--- config.mk ---
export PLATFORM = sky130hd
export DESIGN_NAME = stillness_gated_imu_bias_calibrator
export DESIGN_NICKNAME = d
export VERILOG_FILES = /design/src/rtl/sgibc_pkg.sv /design/src/rtl/stillness_gated_imu_bias_calibrator.sv /design/src/rtl/sgibc_ctrl.sv /design/src/rtl/sgibc_dp.sv
export SDC_FILE = /design/constraint.sdc
export NUM_CORES = 2
export LEC_CHECK = 0
export ABC_CLOCK_PERIOD_IN_PS = 32700
export BUFFER_PORTS_ARGS = -buffer_cell sky130_fd_sc_hd__clkbuf_2
export CAP_MARGIN = 20
export CORE_MARGIN = 3
export CORE_UTILIZATION = 53
export CTS_BUF_LIST = sky130_fd_sc_hd__clkbuf_4 sky130_fd_sc_hd__clkbuf_8
export CTS_CLUSTER_DIAMETER = 50
export DETAILED_ROUTE_END_ITERATION = 8
export GPL_TIMING_DRIVEN = 0
export MAX_ROUTING_LAYER = met4
export PLACE_DENSITY = 0.7
export RECOVER_POWER = 50
export SLEW_MARGIN = 0
export SYNTH_ARGS = -nofsm -noshare
export SYNTH_HDL_FRONTEND = slang
export SYNTH_SLANG_ARGS = --single-unit
--- constraint.sdc ---
create_clock -name clk_i -period 32.7 [get_ports clk_i]
set_clock_uncertainty 0.05 [all_clocks]
set_input_delay 4.905 -clock clk_i [delete_from_list [all_inputs] [get_ports clk_i]]
set_output_delay 4.905 -clock clk_i [all_outputs]
set_load 0.05 [all_outputs]
--- src/rtl/sgibc_pkg.sv ---
`default_nettype none
package sgibc_pkg;

  localparam int SAMPLE_BITS       = 16;
  localparam int MAX_STILL_SAMPLES = 1024;

  localparam int THR_W     = 12;
  localparam int CNT_W     = 11;
  localparam int CFG_W     = 12;
  localparam int CFG_IDX_W = 1;

  localparam int ACC_W      = SAMPLE_BITS + $clog2(MAX_STILL_SAMPLES);
  localparam int AXES       = 6;
  localparam int AXIS_W     = 3;
  localparam int STEP_W     = $clog2(ACC_W);
  localparam int Q_W        = SAMPLE_BITS + 1;
  localparam int SQ_W       = 2 * SAMPLE_BITS;
  localparam int ROOT_ARG_W = 30;
  localparam int SQRT_STEPS = 15;
  localparam int ZDIFF_W    = SAMPLE_BITS + 2;

  localparam logic [CFG_IDX_W-1:0] REG_MOTION_THRESHOLD = 1'b0;
  localparam logic [CFG_IDX_W-1:0] REG_REQUIRED_SAMPLES = 1'b1;

  localparam logic [THR_W-1:0] THR_RESET  = THR_W'(48);
  localparam logic [CNT_W-1:0] REQ_RESET  = CNT_W'(400);
  localparam logic [CNT_W-1:0] NEED_MAX   = CNT_W'(MAX_STILL_SAMPLES);
  localparam logic [SQ_W-1:0]  Q28_ONE    = SQ_W'(64'h1000_0000);

  localparam logic [AXIS_W-1:0] AXIS_ACCEL_X = AXIS_W'(3);
  localparam logic [AXIS_W-1:0] AXIS_ACCEL_Y = AXIS_W'(4);
  localparam logic [AXIS_W-1:0] AXIS_ACCEL_Z = AXIS_W'(5);

  typedef logic signed [SAMPLE_BITS-1:0] sample_t;

  typedef struct packed {
    logic              load_in;
    logic              eval;
    logic              div_init;
    logic              div_step;
    logic              div_store;
    logic              sq_first;
    logic              sq_second;
    logic              sqrt_init;
    logic              sqrt_step;
    logic              z_store;
    logic              load_out;
    logic [AXIS_W-1:0] axis;
  } cmd_t;

  typedef struct packed {
    logic calibrated;
    logic reached;
  } status_t;

endpackage
`default_nettype wire

--- src/rtl/stillness_gated_imu_bias_calibrator.sv ---
`default_nettype none
// Stillness-gated IMU bias calibrator. One transaction in is one gyro (Q4 dps) and accel
// (Q14 g) sample; one transaction out reports done, the still run length and the six
// offsets. While no gyro axis moves by more than motion_threshold from the prior sample,
// all axes are summed; once required_samples still samples are seen the rounded means are
// latched, gravity is taken off accel z, and later samples are ignored until reset.
// An ordinary sample passes from acceptance to its result through load, evaluate, check and
// output. The sample that completes calibration also runs six rounding divides on one
// shared restoring divider, two squarings on one multiplier, and a bit-pair square root.
// A new sample is accepted while a finished result still waits in the output register.
module stillness_gated_imu_bias_calibrator (
  input  wire logic                                     clk_i,
  input  wire logic                                     rst_ni,
  input  wire logic                                     cfg_we_i,
  input  wire logic [sgibc_pkg::CFG_IDX_W-1:0]          cfg_idx_i,
  input  wire logic [sgibc_pkg::CFG_W-1:0]              cfg_data_i,
  input  wire logic                                     in_valid_i,
  output logic                                          in_stall_o,
  input  wire logic signed [sgibc_pkg::SAMPLE_BITS-1:0] gyro_x_rate_i,
  input  wire logic signed [sgibc_pkg::SAMPLE_BITS-1:0] gyro_y_rate_i,
  input  wire logic signed [sgibc_pkg::SAMPLE_BITS-1:0] gyro_z_rate_i,
  input  wire logic signed [sgibc_pkg::SAMPLE_BITS-1:0] accel_x_value_i,
  input  wire logic signed [sgibc_pkg::SAMPLE_BITS-1:0] accel_y_value_i,
  input  wire logic signed [sgibc_pkg::SAMPLE_BITS-1:0] accel_z_value_i,
  output logic                                          out_valid_o,
  input  wire logic                                     out_stall_i,
  output logic                                          calibration_done_o,
  output logic [sgibc_pkg::CNT_W-1:0]                   still_run_length_o,
  output logic signed [sgibc_pkg::SAMPLE_BITS-1:0]      gyro_x_bias_o,
  output logic signed [sgibc_pkg::SAMPLE_BITS-1:0]      gyro_y_bias_o,
  output logic signed [sgibc_pkg::SAMPLE_BITS-1:0]      gyro_z_bias_o,
  output logic signed [sgibc_pkg::SAMPLE_BITS-1:0]      accel_x_bias_o,
  output logic signed [sgibc_pkg::SAMPLE_BITS-1:0]      accel_y_bias_o,
  output logic signed [sgibc_pkg::SAMPLE_BITS-1:0]      accel_z_bias_o
);
  import sgibc_pkg::*;

  cmd_t    cmd;
  status_t status;

  sgibc_ctrl u_ctrl (
    .clk_i       (clk_i),
    .rst_ni      (rst_ni),
    .in_valid_i  (in_valid_i),
    .in_stall_o  (in_stall_o),
    .out_valid_o (out_valid_o),
    .out_stall_i (out_stall_i),
    .status_i    (status),
    .cmd_o       (cmd)
  );

  sgibc_dp u_dp (
    .clk_i              (clk_i),
    .rst_ni             (rst_ni),
    .cfg_we_i           (cfg_we_i),
    .cfg_idx_i          (cfg_idx_i),
    .cfg_data_i         (cfg_data_i),
    .gyro_x_rate_i      (gyro_x_rate_i),
    .gyro_y_rate_i      (gyro_y_rate_i),
    .gyro_z_rate_i      (gyro_z_rate_i),
    .accel_x_value_i    (accel_x_value_i),
    .accel_y_value_i    (accel_y_value_i),
    .accel_z_value_i    (accel_z_value_i),
    .cmd_i              (cmd),
    .status_o           (status),
    .calibration_done_o (calibration_done_o),
    .still_run_length_o (still_run_length_o),
    .gyro_x_bias_o      (gyro_x_bias_o),
    .gyro_y_bias_o      (gyro_y_bias_o),
    .gyro_z_bias_o      (gyro_z_bias_o),
    .accel_x_bias_o     (accel_x_bias_o),
    .accel_y_bias_o     (accel_y_bias_o),
    .accel_z_bias_o     (accel_z_bias_o)
  );

endmodule
`default_nettype wire

--- src/rtl/sgibc_ctrl.sv ---
`default_nettype none
module sgibc_ctrl (
  input  wire logic              clk_i,
  input  wire logic              rst_ni,
  input  wire logic              in_valid_i,
  output logic                   in_stall_o,
  output logic                   out_valid_o,
  input  wire logic              out_stall_i,
  input  wire sgibc_pkg::status_t status_i,
  output sgibc_pkg::cmd_t        cmd_o
);
  import sgibc_pkg::*;

  localparam logic [3:0] S_IDLE      = 4'd0;
  localparam logic [3:0] S_EVAL      = 4'd1;
  localparam logic [3:0] S_CHECK     = 4'd2;
  localparam logic [3:0] S_DIV_INIT  = 4'd3;
  localparam logic [3:0] S_DIV       = 4'd4;
  localparam logic [3:0] S_DIV_STORE = 4'd5;
  localparam logic [3:0] S_SQ_X      = 4'd6;
  localparam logic [3:0] S_SQ_Y      = 4'd7;
  localparam logic [3:0] S_SQRT_INIT = 4'd8;
  localparam logic [3:0] S_SQRT      = 4'd9;
  localparam logic [3:0] S_ZFIX      = 4'd10;
  localparam logic [3:0] S_OUT       = 4'd11;

  localparam logic [STEP_W-1:0] DIV_LAST  = STEP_W'(ACC_W - 1);
  localparam logic [STEP_W-1:0] SQRT_LAST = STEP_W'(SQRT_STEPS - 1);
  localparam logic [AXIS_W-1:0] AXIS_LAST = AXIS_W'(AXES - 1);

  logic [3:0]        state_q, state_d;
  logic [STEP_W-1:0] step_q, step_d;
  logic [AXIS_W-1:0] axis_q, axis_d;
  logic              out_valid_q, out_valid_d;

  assign in_stall_o  = (state_q != S_IDLE);
  assign out_valid_o = out_valid_q;

  always_comb begin
    state_d = state_q;
    step_d  = step_q;
    axis_d  = axis_q;
    cmd_o   = '0;
    cmd_o.axis = axis_q;
    case (state_q)
      S_IDLE: begin
        if (in_valid_i) begin
          cmd_o.load_in = 1'b1;
          state_d = status_i.calibrated ? S_OUT : S_EVAL;
        end
      end
      S_EVAL: begin
        cmd_o.eval = 1'b1;
        state_d = S_CHECK;
      end
      S_CHECK: begin
        axis_d  = '0;
        state_d = status_i.reached ? S_DIV_INIT : S_OUT;
      end
      S_DIV_INIT: begin
        cmd_o.div_init = 1'b1;
        step_d  = '0;
        state_d = S_DIV;
      end
      S_DIV: begin
        cmd_o.div_step = 1'b1;
        step_d = step_q + 1'b1;
        if (step_q == DIV_LAST) begin
          state_d = S_DIV_STORE;
        end
      end
      S_DIV_STORE: begin
        cmd_o.div_store = 1'b1;
        if (axis_q == AXIS_LAST) begin
          state_d = S_SQ_X;
        end else begin
          axis_d  = axis_q + 1'b1;
          state_d = S_DIV_INIT;
        end
      end
      S_SQ_X: begin
        cmd_o.sq_first = 1'b1;
        state_d = S_SQ_Y;
      end
      S_SQ_Y: begin
        cmd_o.sq_second = 1'b1;
        state_d = S_SQRT_INIT;
      end
      S_SQRT_INIT: begin
        cmd_o.sqrt_init = 1'b1;
        step_d  = '0;
        state_d = S_SQRT;
      end
      S_SQRT: begin
        cmd_o.sqrt_step = 1'b1;
        step_d = step_q + 1'b1;
        if (step_q == SQRT_LAST) begin
          state_d = S_ZFIX;
        end
      end
      S_ZFIX: begin
        cmd_o.z_store = 1'b1;
        state_d = S_OUT;
      end
      S_OUT: begin
        if (!out_valid_q || !out_stall_i) begin
          cmd_o.load_out = 1'b1;
          state_d = S_IDLE;
        end
      end
      default: begin
        state_d = S_IDLE;
      end
    endcase
  end

  always_comb begin
    out_valid_d = out_valid_q;
    if (cmd_o.load_out) begin
      out_valid_d = 1'b1;
    end else if (!out_stall_i) begin
      out_valid_d = 1'b0;
    end
  end

  always_ff @(posedge clk_i or negedge rst_ni) begin
    if (!rst_ni) begin
      state_q     <= S_IDLE;
      step_q      <= '0;
      axis_q      <= '0;
      out_valid_q <= 1'b0;
    end else begin
      state_q     <= state_d;
      step_q      <= step_d;
      axis_q      <= axis_d;
      out_valid_q <= out_valid_d;
    end
  end

endmodule
`default_nettype wire

--- src/rtl/sgibc_dp.sv ---
`default_nettype none
module sgibc_dp (
  input  wire logic                                 clk_i,
  input  wire logic                                 rst_ni,
  input  wire logic                                 cfg_we_i,
  input  wire logic [sgibc_pkg::CFG_IDX_W-1:0]      cfg_idx_i,
  input  wire logic [sgibc_pkg::CFG_W-1:0]          cfg_data_i,
  input  wire logic signed [sgibc_pkg::SAMPLE_BITS-1:0] gyro_x_rate_i,
  input  wire logic signed [sgibc_pkg::SAMPLE_BITS-1:0] gyro_y_rate_i,
  input  wire logic signed [sgibc_pkg::SAMPLE_BITS-1:0] gyro_z_rate_i,
  input  wire logic signed [sgibc_pkg::SAMPLE_BITS-1:0] accel_x_value_i,
  input  wire logic signed [sgibc_pkg::SAMPLE_BITS-1:0] accel_y_value_i,
  input  wire logic signed [sgibc_pkg::SAMPLE_BITS-1:0] accel_z_value_i,
  input  wire sgibc_pkg::cmd_t                      cmd_i,
  output sgibc_pkg::status_t                        status_o,
  output logic                                      calibration_done_o,
  output logic [sgibc_pkg::CNT_W-1:0]               still_run_length_o,
  output logic signed [sgibc_pkg::SAMPLE_BITS-1:0]  gyro_x_bias_o,
  output logic signed [sgibc_pkg::SAMPLE_BITS-1:0]  gyro_y_bias_o,
  output logic signed [sgibc_pkg::SAMPLE_BITS-1:0]  gyro_z_bias_o,
  output logic signed [sgibc_pkg::SAMPLE_BITS-1:0]  accel_x_bias_o,
  output logic signed [sgibc_pkg::SAMPLE_BITS-1:0]  accel_y_bias_o,
  output logic signed [sgibc_pkg::SAMPLE_BITS-1:0]  accel_z_bias_o
);
  import sgibc_pkg::*;

  localparam logic signed [ZDIFF_W-1:0] Z_MAX = ZDIFF_W'((1 << (SAMPLE_BITS - 1)) - 1);
  localparam logic signed [ZDIFF_W-1:0] Z_MIN = -ZDIFF_W'(1 << (SAMPLE_BITS - 1));

  logic [THR_W-1:0] thr_q;
  logic [CNT_W-1:0] req_q;

  sample_t                 in_q   [AXES];
  sample_t                 prev_q [3];
  logic signed [ACC_W-1:0] acc_q  [AXES];
  logic [CNT_W-1:0]        count_q;
  logic                    calibrated_q;
  sample_t                 bias_q [AXES];

  logic [ACC_W-1:0]        quo_q;
  logic [CNT_W-1:0]        rem_q;
  logic                    neg_q;
  logic [SQ_W-1:0]         sq_q;
  logic [ROOT_ARG_W-1:0]   arg_q, root_q, bit_q;

  logic                    out_done_q;
  logic [CNT_W-1:0]        out_len_q;
  sample_t                 out_bias_q [AXES];

  // stillness check
  logic [Q_W-1:0] gdiff [3];
  logic [Q_W-1:0] gmag  [3];
  logic           still;

  always_comb begin
    still = 1'b1;
    for (int i = 0; i < 3; i++) begin
      gdiff[i] = {in_q[i][SAMPLE_BITS-1], in_q[i]} - {prev_q[i][SAMPLE_BITS-1], prev_q[i]};
      gmag[i]  = gdiff[i][Q_W-1] ? (~gdiff[i] + 1'b1) : gdiff[i];
      if (gmag[i] > Q_W'(thr_q)) begin
        still = 1'b0;
      end
    end
  end

  logic [CNT_W-1:0] need;
  always_comb begin
    if (req_q == '0) begin
      need = CNT_W'(1);
    end else if (req_q > NEED_MAX) begin
      need = NEED_MAX;
    end else begin
      need = req_q;
    end
  end

  assign status_o.reached    = (count_q >= need);
  assign status_o.calibrated = calibrated_q;

  // rounding divider
  logic signed [ACC_W-1:0] acc_sel;
  logic [ACC_W-1:0]        acc_mag;
  logic [ACC_W-1:0]        dividend;
  logic [CNT_W:0]          rem_sh;
  logic                    rem_ge;
  logic [Q_W-1:0]          quo_mag;
  logic [Q_W-1:0]          quo_res;

  assign acc_sel  = acc_q[cmd_i.axis];
  assign acc_mag  = acc_sel[ACC_W-1] ? (~acc_sel + 1'b1) : acc_sel;
  assign dividend = acc_mag + ACC_W'(count_q >> 1);
  assign rem_sh   = {rem_q, quo_q[ACC_W-1]};
  assign rem_ge   = (rem_sh >= {1'b0, count_q});
  assign quo_mag  = quo_q[Q_W-1:0];
  assign quo_res  = neg_q ? (~quo_mag + 1'b1) : quo_mag;

  // gravity root
  logic [SAMPLE_BITS-1:0]  mul_op;
  logic [SQ_W-1:0]         prod;
  sample_t                 mul_src;
  logic [ROOT_ARG_W-1:0]   trial;
  logic [SAMPLE_BITS-1:0]  root_rnd;
  logic signed [ZDIFF_W-1:0] zdiff;
  sample_t                 zsat;

  assign mul_src  = cmd_i.sq_second ? bias_q[AXIS_ACCEL_Y] : bias_q[AXIS_ACCEL_X];
  assign mul_op   = mul_src[SAMPLE_BITS-1] ? (~mul_src + 1'b1) : mul_src;
  assign prod     = SQ_W'(mul_op) * SQ_W'(mul_op);
  assign trial    = root_q + bit_q;
  assign root_rnd = root_q[SAMPLE_BITS-1:0] + SAMPLE_BITS'(arg_q > root_q);
  assign zdiff    = ZDIFF_W'(bias_q[AXIS_ACCEL_Z]) - $signed({2'b00, root_rnd});

  always_comb begin
    if (zdiff > Z_MAX) begin
      zsat = Z_MAX[SAMPLE_BITS-1:0];
    end else if (zdiff < Z_MIN) begin
      zsat = Z_MIN[SAMPLE_BITS-1:0];
    end else begin
      zsat = zdiff[SAMPLE_BITS-1:0];
    end
  end

  always_ff @(posedge clk_i or negedge rst_ni) begin
    if (!rst_ni) begin
      thr_q <= THR_RESET;
      req_q <= REQ_RESET;
    end else if (cfg_we_i) begin
      case (cfg_idx_i)
        REG_MOTION_THRESHOLD: thr_q <= cfg_data_i[THR_W-1:0];
        REG_REQUIRED_SAMPLES: req_q <= cfg_data_i[CNT_W-1:0];
        default: begin
        end
      endcase
    end
  end

  always_ff @(posedge clk_i) begin
    if (cmd_i.load_in) begin
      in_q[0] <= gyro_x_rate_i;
      in_q[1] <= gyro_y_rate_i;
      in_q[2] <= gyro_z_rate_i;
      in_q[3] <= accel_x_value_i;
      in_q[4] <= accel_y_value_i;
      in_q[5] <= accel_z_value_i;
    end
  end

  always_ff @(posedge clk_i or negedge rst_ni) begin
    if (!rst_ni) begin
      for (int i = 0; i < 3; i++) begin
        prev_q[i] <= '0;
      end
      for (int i = 0; i < AXES; i++) begin
        acc_q[i]  <= '0;
        bias_q[i] <= '0;
      end
      count_q      <= '0;
      calibrated_q <= 1'b0;
    end else begin
      if (cmd_i.eval) begin
        for (int i = 0; i < 3; i++) begin
          prev_q[i] <= in_q[i];
        end
        if (still) begin
          for (int i = 0; i < AXES; i++) begin
            acc_q[i] <= acc_q[i] + ACC_W'(in_q[i]);
          end
          count_q <= count_q + 1'b1;
        end else begin
          for (int i = 0; i < AXES; i++) begin
            acc_q[i] <= '0;
          end
          count_q <= '0;
        end
      end
      if (cmd_i.div_store) begin
        bias_q[cmd_i.axis] <= quo_res[SAMPLE_BITS-1:0];
      end
      if (cmd_i.z_store) begin
        bias_q[AXIS_ACCEL_Z] <= zsat;
        for (int i = 0; i < AXES; i++) begin
          acc_q[i] <= '0;
        end
        count_q      <= '0;
        calibrated_q <= 1'b1;
      end
    end
  end

  always_ff @(posedge clk_i) begin
    if (cmd_i.div_init) begin
      quo_q <= dividend;
      rem_q <= '0;
      neg_q <= acc_sel[ACC_W-1];
    end else if (cmd_i.div_step) begin
      quo_q <= {quo_q[ACC_W-2:0], rem_ge};
      rem_q <= rem_ge ? CNT_W'(rem_sh - {1'b0, count_q}) : rem_sh[CNT_W-1:0];
    end
  end

  always_ff @(posedge clk_i) begin
    if (cmd_i.sq_first) begin
      sq_q <= prod;
    end else if (cmd_i.sq_second) begin
      sq_q <= sq_q + prod;
    end
  end

  always_ff @(posedge clk_i) begin
    if (cmd_i.sqrt_init) begin
      arg_q  <= (sq_q < Q28_ONE) ? ROOT_ARG_W'(Q28_ONE - sq_q) : '0;
      root_q <= '0;
      bit_q  <= ROOT_ARG_W'(Q28_ONE);
    end else if (cmd_i.sqrt_step) begin
      if (arg_q >= trial) begin
        arg_q  <= arg_q - trial;
        root_q <= (root_q >> 1) + bit_q;
      end else begin
        root_q <= root_q >> 1;
      end
      bit_q <= bit_q >> 2;
    end
  end

  always_ff @(posedge clk_i) begin
    if (cmd_i.load_out) begin
      out_done_q <= calibrated_q;
      out_len_q  <= count_q;
      for (int i = 0; i < AXES; i++) begin
        out_bias_q[i] <= bias_q[i];
      end
    end
  end

  assign calibration_done_o = out_done_q;
  assign still_run_length_o = out_len_q;
  assign gyro_x_bias_o      = out_bias_q[0];
  assign gyro_y_bias_o      = out_bias_q[1];
  assign gyro_z_bias_o      = out_bias_q[2];
  assign accel_x_bias_o     = out_bias_q[3];
  assign accel_y_bias_o     = out_bias_q[4];
  assign accel_z_bias_o     = out_bias_q[5];

endmodule
`default_nettype wire

# Word-level counts from Yosys, hierarchy flattened
# Memory sizes are Yosys's and may differ from the RTL's.
# Cells that the tools add are included.
# totals
elab_cells	193
ram_bits	192
ff_bits	505
out_inout_bits	110
memories	2
# op_classes
n_reduce_logical	22
mux	68
add_sub_neg	27
n_mul	1
eq_ne	20
order_cmp	13
n_bitwise	8
# mem_list
name	depth	word_bits	read_ports	rd_clocked_by_memory_dff	write_ports	line_no	source
u_dp.in_q	6	16	6	0	6	sgibc_dp.sv:33	sample_t in_q [AXES];
u_dp.out_bias_q	6	16	6	0	6	sgibc_dp.sv:48	sample_t out_bias_q [AXES];
# ops
cell	n
$mux W156	3
$add A26 B16 Y26	6
$mux W30	5
$mux W26	5
$mux W16	8
$bwmux W96	1
$bmux W26 S3	1
$mux W11	6
$mux W32	2
$add A17 B1 Y17 const B	3
$gt A17 B12 Y1	3
$mux W17	3
$not A17 Y17	3
$sub A16 B16 Y17	3
$demux W16 S3	1
$pmux W4 S12	1
$add A16 B1 Y16 const B	2
$add A32 B32 Y32	1
$lt A32 B29 Y1 const B	1
$mul A16 B16 Y32	1
$not A16 Y16	2
$add A29 B29 Y30	1
$add A30 B29 Y30	1
$ge A30 B30 Y1	1
other kinds (45)	95

# Logic depth before layout (Yosys ltp)
# An unclocked memory read counts as a cell.
# depth
ltp_word	12
mapped_depth	47

# Cells and area by module
# From an unflattened synthesis, not the netlist that was laid out.
# hier_totals
cells_unflattened	5948
area_unflattened_um2	55117.9
# by_module_without_submodules
module	cells_each	n_inst	seq_area_each_um2	area_each_um2
sgibc_dp	5829	1	18308.8	54130.7
sgibc_ctrl	119	1	325.3	987.2

# Worst setup path after synthesis
# Ideal clock, no wire load.
# synth_path
path_type	register to register
start	register u_ctrl.state_q[0]
end	register u_dp.sq_q[31] (data pin)
t_arrival_ns	10.591
setup_time_ns	0.259
stages_incl_launch_ff	44
path_buffers	4
period_less_slack_ns	10.900
path_slack_ns	21.800
cell_sequence	dfrtp_1 > clkbuf_1 > and4b_1 > clkbuf_1 > clkbuf_1 > clkbuf_1 > mux2i_1 > ha_1 > o21a_1 > a21o_1 > o31ai_1 > or2_2 > xor2_1 > clkinv_1 > nand2_1 > fa_1 > fa_1 > inv_1 > [... 8 more ...] > nand2_1 > a311oi_1 > o22ai_1 > a21o_1 > a21oi_1 > xnor2_1 > ha_1 > nand3_1 > nor2_1 > a221oi_1 > a31oi_1 > nor4b_1 > o21ai_0 > a41oi_1 > mux2i_1 > nor2_1 > xnor2_1 > xnor2_1
# synth_between
elab_chain_len	10
# synth_rtl
item	line_no	source
from (decl)	sgibc_ctrl.sv:31	logic [3:0] state_q, state_d;
from (signal assigned)	sgibc_ctrl.sv:133	state_q <= state_d;
$eq A4 B3 Y1	sgibc_ctrl.sv:45	case (state_q)
$mux W1	sgibc_ctrl.sv:45	
$mux W16	sgibc_dp.sv:106	assign mul_src = cmd_i.sq_second ? bias_q[AXIS_ACCEL_Y] : bias_q[AXIS_ACCEL_X];
$not A16 Y16	sgibc_dp.sv:107	assign mul_op = mul_src[SAMPLE_BITS-1] ? (~mul_src + 1'b1) : mul_src;
$add A16 B1 Y16	sgibc_dp.sv:107	
$mux W16	sgibc_dp.sv:107	
$mul A16 B16 Y32	sgibc_dp.sv:108	assign prod = SQ_W'(mul_op) * SQ_W'(mul_op);
$add A32 B32 Y32	sgibc_dp.sv:205	sq_q <= sq_q + prod;
$mux W32	sgibc_dp.sv:204	end else if (cmd_i.sq_second) begin
$mux W32 (*)	sgibc_dp.sv:202	if (cmd_i.sq_first) begin
to (signal assigned)	sgibc_dp.sv:203	sq_q <= prod;
to (signal assigned)	sgibc_dp.sv:205	
to (decl)	sgibc_dp.sv:43	logic [SQ_W-1:0] sq_q;
# Mark *: on every way between the ends. The rest lies on a longest branch, timed or not. The select of a mux whose other input is x is not followed.
# A chain may end at the register's enable or synchronous reset.

# Final worst setup path
# Same ends and word-level chain as after synthesis.

==> summary.txt <==
Run status
  • Run status: finished with violations
  • Failing checks: max-capacitance violations, max-slew violations

Placement
  • PortBufs: 223
  • Post-DP HPWL: 121 mm
  • Placer Congestion: 0.956
  • Placed Cells: 7469

Global routing
  • First-pass GRT wire length: 241 mm
  • Largest net degree at the start of global routing: 108
  • Vias in the first global route: 43700
  • Initial antenna violation count: 1
  • Global Route Usage Sum: 0.294
  • Congestion Overflow GR: 0

Synth
  • Netlist Area Pre-Place: 54300 sq um
  • Yosys cell types: 93
  • Seq/Total Area, Yosys: 0.343
  • Async S/R FF share, synth: 0.499
  • Largest cells by area after synthesis: edfxtp_1 16%, dfrtp_1 16%, ha_1 12%
  • Yosys top cell area share: 0.162
  • Post-synth top flop: dfrtp_1
  • Avg Inst Size Synth: 9.26 sq um
  • Post-synth EDFFs: 293
  • Flops & latches, synth: 697
  • Largest area contributor in the netlist: edfxtp_1
  • Syn Inst Count: 5860
  • Yosys warns: 0

Clock tree
  • H-tree levels: 4
  • Post CTS Setup Buffer Count: 0
  • CTS sink count: 697
  • CTS clk-pin slew, worst paths: 0.06 ns
  • Clock Tree Buf Depth: 3
  • CTS tree: built
  • CTS root buf: clkbuf_8
  • CTS Hold Bufs: 0
  • Post-CTS resize count: 0
  • Clk_lat worst skew: 0.85 ns
  • Cts bufs inserted: 134

Min path
  • Hold path cells: 0
  • Hold Crit Start: u_dp.bias_q[80]$_DFFE_PN0P_
  • Worst hold path class: reg2reg
  • Hold endpoint: u_dp.out_bias_q[0][0]$_DFFE_PP_

Finish
  • NumNets Final: 7060
  • Layout cells sized above 1: 0.0917
  • Synth-to-layout area growth: 11.2%
  • Final Instance Count excl. Fillers: 7714

Worst setup path
  • CP endpoint kind: flop
  • CP required: 33.22 ns
  • Slowest CP cell: xor2_1
  • Most frequent CP cell: fa_1
  • Startpoint Class: flop
  • Slowest stage delay, CP: 0.80 ns
  • Terminus of the critical flop-to-flop path: u_dp.sq_q[31]$_DFFE_PP_
  • Crit Path Max Fanout: 10
  • Crit path DAT: 14.02 ns
  • Setup CP Type: reg2reg
  • Worst reg2reg path depth: 42
  • R2R Setup Slk: 19.20 ns
  • FF-to-FF Start: u_ctrl.state_q[0]$_DFFE_PN0P_

Route
  • Drt wl/cell: 20.0 microns
  • DR DRC count: 0
  • Drt pass-1 iters: 6
  • Via count: 45400
  • Final WL: 154 mm
  • Initial detailed-routing violation count: 3511
  • Vias per cell: 5.88
  • Post-DRT Antenna Nets: 0

Power and ir drop
  • VDD IR max: 0.0698 mV
  • Leakage Power: 26.8 nW
  • Power Density: 74.7 nW/um^2

STA
  • Min Tclk post-route: 13.50 ns
  • Final setup violation count: 0
  • Fmax: 0.0741 GHz
  • Slew HR: -2.99
  • RSZ-0062 raised after global routing: false
  • Period utilisation layout: 0.413
  • Setup TNS: 0 ns
  • Worst slew pin tran: 5.99 ns
  • Slew Viols, Final: 307
  • Fin. Hold Viols: 0

Floorplan
  • Die footprint: 106000 sq um
  • Boundary Pins: 224
  • Chip Width: 326 microns
  • Starting Density: 0.538
  • Core area: 101000 sq um
  • Num rows: 116
  • Die H: 326 microns

Job
  • MaxCap Viol Count: 5
==> area by class of cell <==
class | count | area, sq um
Clock buffer | 206 | 2530
Tap cell | 1357 | 1700
Sequential cell | 697 | 18600
Timing Repair Buffer | 244 | 1380
Multi-Input combinational cell | 4544 | 33300
Antenna cell | 1 | 2.50
Inverter | 449 | 1690
Clock inverter | 37 | 398
Buffer | 179 | 719
Fill cell | 8867 | 40500
==> cell usage after synthesis (all sizes together), types with 16 or more instances <==
cell and n:
a2111oi 16, a211oi 49, a21boi 16, a21o 142
a21oi 352, a22o 23, a31oi 68, and2 24
and3 48, buf 32, clkbuf 147, dfrtp 343
dfxtp 56, edfxtp 293, fa 176, ha 521
inv 437, mux2 40, mux2i 66, nand2 640
nand2b 71, nand3 107, nand4 44, nor2 405
nor2b 70, nor3 121, nor4 30, o2111ai 28
o211ai 35, o21a 73, o21ai 479, o21bai 53
o22ai 49, o31ai 32, or3 42, xnor2 243
xor2 200
==> report_power, final <==
group	leakage [nW]	switching, mW	internal, mW
Clock	1.53	0.398	0.544
Combinational	17.4	1.46	0.834
Sequential	7.83	0.134	1.14
==> critical path, delay by kind of cell (launching register included) <==
kind                       cells  cell delay [ns]
adders and majority gates      9             4.06
and+or+nand+nor                8             1.87
DFF                            1             0.34
xor gates and xnor gates       4             1.40
muxes                          2             0.61
buffers and inverters          8             2.43
AOI/OAI and AO/OA             11             2.51
==> logic make-up after synthesis <==
kind of cell / Yosys count / synth area share
AO/OA/AOI/OAI: 1591 / 0.186
XOR/XNOR: 443 / 0.0715
adder cells (fa/ha/maj): 697 / 0.185
buffers and inverters: 628 / 0.0445
flip-flops: 697 / 0.343
multiplexers: 118 / 0.0255
other: 2 / 0.000138
AND/OR/NAND/NOR: 1684 / 0.144
==> placed cells by master (no fill, tap or decap), types with 70 or more instances in the layout <==
master,count
clkbuf_1,171
fa_1,176
clkbuf_2,215
nor3_1,121
nor2b_1,70
nand2_1,640
o21a_1,73
nand3_1,106
inv_1,437
nand2b_1,71
a21oi_1,351
edfxtp_1,293
nor2_1,405
clkbuf_8,157
o21ai_0,433
xnor2_1,243
ha_1,521
xor2_1,200
a21o_1,142
dfrtp_1,343
==> metrics by stage <==
step	total power, mW	hold WS, ns	area, sq um	setup slack [ns]	utilization
floorplan	2.91	0.371	54300	21.80	-
global placement	3.47	0.377	57100	18.52	0.566
detailed placement	3.54	0.382	57500	19.29	0.570
CTS	4.50	0.392	60400	19.26	0.599
global route	4.82	0.399	60300	18.37	0.598
finish	4.51	0.388	60300	19.20	0.598
==> state kept, by name (all words and copies together) (netlist names) <==
signal	cells
u_dp.acc_q	156
u_dp.bias_q	96
u_dp.in_q	96
u_dp.out_bias_q	96
u_dp.prev_q	48
u_dp.sq_q	32
u_dp.arg_q	30
u_dp.root_q	30
u_dp.quo_q	26
u_dp.bit_q	15
u_dp.thr_q	12
u_dp.count_q	11
u_dp.rem_q	11
u_dp.req_q	11
u_dp.still_run_length_o	11
u_ctrl.step_q	5
u_ctrl.state_q	4
u_ctrl.axis_q	3
u_ctrl.out_valid_o	1
u_dp.calibrated_q	1
u_dp.calibration_done_o	1
u_dp.neg_q	1
==> how the worst max path moves through the flow <==
stage	startpoint	slack (ns)	endpoint	cells after the start
2_1_floorplan	u_ctrl.state_q[0]$_DFFE_PN0P_	21.80	u_dp.sq_q[31]$_DFFE_PP_	43
3_3_place_gp	rst_ni	18.52	u_dp.bias_q[13]$_DFFE_PN0P_	1
3_5_place_dp	u_ctrl.state_q[0]$_DFFE_PN0P_	19.29	u_dp.sq_q[31]$_DFFE_PP_	42
4_1_cts	u_ctrl.state_q[0]$_DFFE_PN0P_	19.26	u_dp.sq_q[31]$_DFFE_PP_	42
5_1_grt	u_ctrl.state_q[0]$_DFFE_PN0P_	18.37	u_dp.sq_q[31]$_DFFE_PP_	42
6_report	u_ctrl.state_q[0]$_DFFE_PN0P_	19.20	u_dp.sq_q[31]$_DFFE_PP_	42
==> routing by layer <==
layer  global-route usage  part of all wire  routed length (microns)
met1                0.372              0.43                    65700
met2                0.478              0.48                    73400
met3               0.0418             0.057                     8850
met4                0.112             0.039                     6020
met5                    -                 0                        0
(Power assumes the default switching activity.)
